[src/rtl/core/batch_perceptron_trainer_assert.svh]
// Assertion macros shared by the batch perceptron trainer RTL.
// Depends on nothing; users must provide clk and rst_n in scope.
`ifndef BATCH_PERCEPTRON_TRAINER_ASSERT_SVH
`define BATCH_PERCEPTRON_TRAINER_ASSERT_SVH
`ifndef ASSERT_OFF
`define BPT_ASSERT(lbl, prop, msg) \
  lbl: assert property (@(posedge clk) disable iff (!rst_n) prop) else $error(msg);
`define BPT_ASSERT_ALWAYS(lbl, prop, msg) \
  lbl: assert property (@(posedge clk) prop) else $error(msg);
`else
`define BPT_ASSERT(lbl, prop, msg)
`define BPT_ASSERT_ALWAYS(lbl, prop, msg)
`endif
`endif

[src/rtl/core/bpt_pkg.sv]
// Shared types, constants and the saturation helper of the batch perceptron trainer.
// Depends on nothing.
package bpt_pkg;

  localparam int NUM_WEIGHTS_DEF = 1024;

  localparam logic [1:0] OP_FEATURE = 2'd0;
  localparam logic [1:0] OP_EPOCH   = 2'd1;
  localparam logic [1:0] OP_RESET_W = 2'd2;

  localparam logic KIND_SCORE = 1'b0;
  localparam logic KIND_EPOCH = 1'b1;

  localparam logic signed [31:0] RESET_WEIGHT = 32'sd4096;
  localparam logic [10:0] MAX_LEN = 11'd2047;
  localparam logic [23:0] MAX_ERR = 24'hFFFFFF;

  typedef struct packed {
    logic mul_en;
    logic clr;
  } mac_ctrl_t;

  function automatic logic signed [31:0] sat32(input logic signed [32:0] v);
    if (v[32] != v[31]) begin
      sat32 = v[32] ? 32'sh80000000 : 32'sh7FFFFFFF;
    end else begin
      sat32 = v[31:0];
    end
  endfunction

endpackage

[src/rtl/core/bpt_mac.sv]
// Registered multiply and saturating 64-bit score accumulator.
// Depends on bpt_pkg.
module bpt_mac (
  input  logic                clk,
  input  logic                rst_n,
  input  bpt_pkg::mac_ctrl_t  ctrl,
  input  logic signed [31:0]  weight,
  input  logic signed [15:0]  value,
  output logic signed [63:0]  acc_eff
);

  logic signed [47:0] prod_r;
  logic               pend_r;
  logic signed [63:0] acc_r;
  logic signed [63:0] acc_nxt;
  logic signed [64:0] sum;

  // The product is registered, then folded into the accumulator in the cycle after the multiply.
  assign sum = {acc_r[63], acc_r} + 65'(prod_r);

  always_comb begin
    if (!pend_r) begin
      acc_nxt = acc_r;
    end else if (sum[64] != sum[63]) begin
      acc_nxt = sum[64] ? {1'b1, 63'd0} : {1'b0, {63{1'b1}}};
    end else begin
      acc_nxt = sum[63:0];
    end
  end

  assign acc_eff = acc_nxt;

  always_ff @(posedge clk) begin
    if (ctrl.mul_en) begin
      prod_r <= weight * value;
    end
  end

  always_ff @(posedge clk) begin
    if (!rst_n || ctrl.clr) begin
      acc_r  <= '0;
      pend_r <= 1'b0;
    end else begin
      acc_r  <= acc_nxt;
      pend_r <= ctrl.mul_en;
    end
  end

endmodule

[config.mk]
export PLATFORM = sky130hd
export DESIGN_NAME = bpt_mac
export DESIGN_NICKNAME = d
export VERILOG_FILES = /design/src/rtl/core/batch_perceptron_trainer_assert.svh /design/src/rtl/core/bpt_pkg.sv /design/src/rtl/core/bpt_mac.sv
export SDC_FILE = /design/constraint.sdc
export NUM_CORES = 2
export LEC_CHECK = 0
export ABC_AREA = 1
export BUFFER_PORTS_ARGS = -buffer_cell sky130_fd_sc_hd__buf_2
export CAP_MARGIN = 20
export CELL_PAD_IN_SITES_DETAIL_PLACEMENT = 0
export CELL_PAD_IN_SITES_GLOBAL_PLACEMENT = 2
export CORE_ASPECT_RATIO = 0.8
export CORE_MARGIN = 4
export CORE_UTILIZATION = 38
export CTS_BUF_LIST = sky130_fd_sc_hd__clkbuf_4 sky130_fd_sc_hd__clkbuf_8
export CTS_CLUSTER_DIAMETER = 200
export DETAILED_ROUTE_END_ITERATION = 10
export GPL_TIMING_DRIVEN = 0
export PLACE_DENSITY = 0.88
export SLEW_MARGIN = 20
export SYNTH_ARGS = -nofsm -noshare
export SYNTH_HDL_FRONTEND = slang
export SYNTH_SLANG_ARGS = --single-unit
[constraint.sdc]
create_clock -name clk -period 7.79 [get_ports clk]
set_clock_uncertainty 0.15 [all_clocks]
set_input_delay 0.779 -clock clk [delete_from_list [all_inputs] [get_ports clk]]
set_output_delay 0.779 -clock clk [all_outputs]
set_load 0.01 [all_outputs]
; Word-level counts from Yosys, hierarchy flattened
; Cells that the tools add are included.
[op_classes]
add_sub_neg = 1
multipliers = 1
eq_ne = 1
muxes = 3
n_reduce_logical = 2
[op_table]
columns = cell, n
row1 = 64-bit two-way mux, 3
row2 = 64-bit by 48-bit adder with 65-bit output, 1
row3 = 32-bit by 16-bit multiplier with 48-bit output, 1
row4 = 1-bit zero test, 1
row5 = 1-bit logical OR, 1
row6 = 1-bit != test, 1
[totals]
ff_bits = 113
input_bits = 52
out_inout_bits = 64

; Logic depth before layout (Yosys ltp)
[depth]
word_depth = 4
depth_mapped = 27
ltp_nobuf = 26

; Least setup slack after synthesis
; OpenSTA, ideal clock, no wires.
[synth_path]
kind = input-to-reg
start = input weight[30]
end = register prod_r[47] (data pin)
arrival_ps = 5904
path_slack_ps = 1475
cell_stages = 24
cell_sequence = clkbuf_1 -> clkbuf_1 -> nand2_1 -> fa_1 -> inv_1 -> fa_1 -> inv_1 -> fa_1 -> inv_1 -> fa_1 -> fa_1 -> inv_1 -> fa_1 -> inv_1 -> ha_1 -> nand2_1 -> nor2_1 -> inv_1 -> nor4_1 -> nand3_1 -> nand4_1 -> nand2_1 -> nand3_1 -> xor2_1
[synth_between]
elab_chain_cells = 1
[synth_rtl]
columns = item, line
row1 = from (decl), bpt_mac.sv:7  ; input logic signed [31:0] weight,
row2 = 32-bit by 16-bit multiplier with 48-bit output, bpt_mac.sv:35  ; prod_r <= weight * value;
row3 = to (signal assigned), bpt_mac.sv:35
row4 = to (decl), bpt_mac.sv:12  ; logic signed [47:0] prod_r;
; Every way passes these cells.
; A chain may end at the register's enable or synchronous reset.

; Worst setup path after layout
[layout_path]
start = input value[1]
end = register prod_r[47] (data pin)
[layout_between]
elab_chain_cells = 1
[layout_rtl]
columns = item, line
row1 = from (decl), bpt_mac.sv:8  ; input logic signed [15:0] value,
row2 = 32-bit by 16-bit multiplier with 48-bit output, bpt_mac.sv:35
; Every way passes these cells.

==> results.yml <==
logic_synthesis:
  postSynthAreaPerCell_um2: 7.10
  synth_fp_nets: 4716
  syn_inst: 3999
  yosysTopAreaCell: "fa_1"
  yosysMostFrequentCell: "nand2_1"
  synth_ff_type: "dfxtp_1"
  synth_top_area_share_pct: 34.3
  synth_edf_count: 48
  synth_top_cells_by_count: "1153 x nand2_1, 1061 x inv_1, 487 x fa_1"
  ys_warn_count: 0
  ys_ff_latch: 113
  syn_area_um2: 28400
  ys_top_cells_by_area: "fa_1 34%, nand2_1 15%, inv_1 14%"
  async_flop_share_pct: 0
  yosysSeqAreaShare_pct: 9.65
  yosysUniqueCellTypes: 43
clock_tree:
  cts_sinks: 113
  cts_inserted_buffers: 17
  htree_levels: 4
  worstSkewPairLatency_ns: 0.49
  cts_hold_buf: 0
  clockBufferDepth: 2
  path_clk_slew_ns: 0.08
  tritoncts: "built"
  cts_root_buf: "clkbuf_8"
worst_setup_path:
  reg2regPathDepth: 16
  r2r_setup_slack_ns: 3.91
  cp_max_fo: 10
  cp-start-kind: "primary input"
  arrival_ns: 7.66
  r2r-end: "acc_r[27]"
  cpLargestDelayFamily: "adder cells"
  path_class: "primary input to register"
  worstPathRequired_ns: 7.85
  endpoint_kind: "register"
  crit_chain: "buf_2 -> clkdlybuf4s15_1 -> nand2_1 -> fa_1 -> fa_1 -> fa_1 -> inv_1 -> fa_1 -> fa_1 -> inv_1 -> fa_1 -> inv_1 -> ha_1 -> nand2_1 -> inv_1 -> a21oi_1 -> a21boi_0 -> o21ai_0 -> nand2_1 -> nand4_1 -> nand2_1 -> nand3_1 -> xor2_1"
  cpMostUsedCell: "fa_1"
  crit_path_top_delay_cell: "clkdlybuf4s15_1"
  slowest_delay_ns: 0.81
  cp_num_buf_inv: 6
  r2r-start: "prod_r[47]"
floorplan:
  core_area_um2: 73900
  die_h_um: 253
  die_area_um2: 79200
  rows: 89
  initial_core_util_pct: 38.4
  ioPinCount: 116
  chipWidth_um: 314
status:
  status: "complete, no violations"
detailed_routing:
  routed_wl_mm: 96.0
  dr.pass1.iters: 6
  vias: 24347
  avgRoutedWirePerCell_um: 18.7
  drt_drc_violations_left: 0
  viasPerCell: 4.75
  drtIter0Drc: 2053
  ant_nets: 0
global_routing:
  grt_max_degree: 50
  antenna_found_initial: 5
  grt_usage_pct: 25.0
  grt_remaining_overflow: 0
  grt_pass1_wl_mm: 149
  grt_pass1_vias: 24562
sta:
  worst_slack_ns: 0.193
  maxSlewHeadroom_pct: 25.8
  rsz0062_at_grt: "false"
  layout_min_cycle_time_ns: 7.60
  worstMarginPinSlew_ns: 1.11
  max_freq_ghz: 0.132
  setup_viol: 0
  drv_slew: 0
  period_share_pct: 97.5
  finalHoldViolCount: 0
layout:
  fill_cells: 8107
  num-nets-final: 4824
  syn2layout_area_growth_pct: 7.37
  drive_gt1_share_pct: 7.33
place:
  place.gp.congestion: 0.942
  io_buffers: 89
  hpwl_mm: 83.2
  place_ws_ns: -0.523
min_path:
  min_to: "acc_r[1]"
  hp-class: "register to register"
  holdCritStartpoint: "acc_r[1]"
  worstHoldPathCells: 2
run:
  max_cap_viol_count: 0
[per-layer routing]
layer	GRT usage (%)	wire length (um)	vias to the layer above
li1	-	-	11752
met1	37.5	45500	11684
met2	35.4	38400	818
met3	7.34	10100	93
met4	5.03	1930	0
met5	0	0	-
[state kept, by name, indices dropped and copies added (netlist names)]
register,cells
prod_r,48
acc_r,64
pend_r,1
[per-stage QoR]
step	TNS, ns	utilization (%)	std cells	instance area (um2)	hold WS (ns)
after detailed placement	-0.930	40.7	5089	30100	0.350
after floorplan	0	-	3999	28400	0.319
final	0	41.3	5122	30500	0.368
after CTS	0	41.2	5120	30500	0.369
after global routing	0	41.3	5122	30500	0.406
after global placement	-0.919	40.7	5089	30100	0.349
[cell families (layout without fill, tap and decap cells)]
| family | Yosys count | after routing | synth area share, % |
|---|---|---|---|
| AO/OA/AOI/OAI | 228 | 228 | 4.52 |
| XOR/XNOR | 96 | 96 | 2.96 |
| adder cells (fa/ha/maj) | 665 | 665 | 42.2 |
| buffers and inverters | 1206 | 1327 | 16.2 |
| flip-flops | 113 | 113 | 9.65 |
| other | 0 | 1 | 0 |
| AND/OR/NAND/NOR | 1691 | 1691 | 24.5 |
[area by class of cell]
class | count | area, um2 | area share [%]
buffer | 132 | 563 | 1.85
antenna | 1 | 2.50 | 0.00820
timing repair buffer | 90 | 453 | 1.48
tap | 1001 | 1250 | 4.11
sequential | 113 | 2740 | 8.99
clock buffer | 17 | 234 | 0.767
clock inverter | 15 | 148 | 0.484
inverter | 1073 | 4030 | 13.2
multi-input combinational | 2680 | 21100 | 69.1
[layout by cell type, fill, tap and decap left out, drive strengths merged, types with 5 or more instances in the layout]
cell	n
a21boi	5
a21oi	127
a31oi	12
buf	105
clkbuf	133
dfxtp	65
edfxtp	48
fa	487
ha	178
inv	1081
nand2	1194
nand3	95
nand3b	5
nand4	17
nor2	296
nor3	19
nor4	8
o21a	6
o21ai	44
o21bai	23
or2	56
xnor2	24
xor2	72
[worst max-delay path by stage]
stage          startpoint  slack, ns  cells past startpoint    endpoint
2_1_floorplan  weight[30]       1.47                     24  prod_r[47]
3_3_place_gp     value[4]      -0.44                     18  prod_r[44]
3_5_place_dp     value[4]      -0.52                     18  prod_r[44]
4_1_cts          value[1]       0.14                     22  prod_r[44]
5_1_grt          value[1]       0.03                     23  prod_r[47]
6_report         value[1]       0.19                     23  prod_r[47]
[repair_timing]
item	4_1_cts	5_1_grt
buffers inserted	0	0
endpoints found under the setup margin	1	1
gates resized for setup	0	2
pin swaps	0	0
[tightest hold or removal path, cell delays in order, from the launching register on]
cell	delay, ns
dfxtp_1	0.33
nand2_1	0.08
a21oi_1	0.06
Power is left out: the tool's default activity adds up to more than one toggle a clock period on the data nets, which glitch-free logic cannot reach.
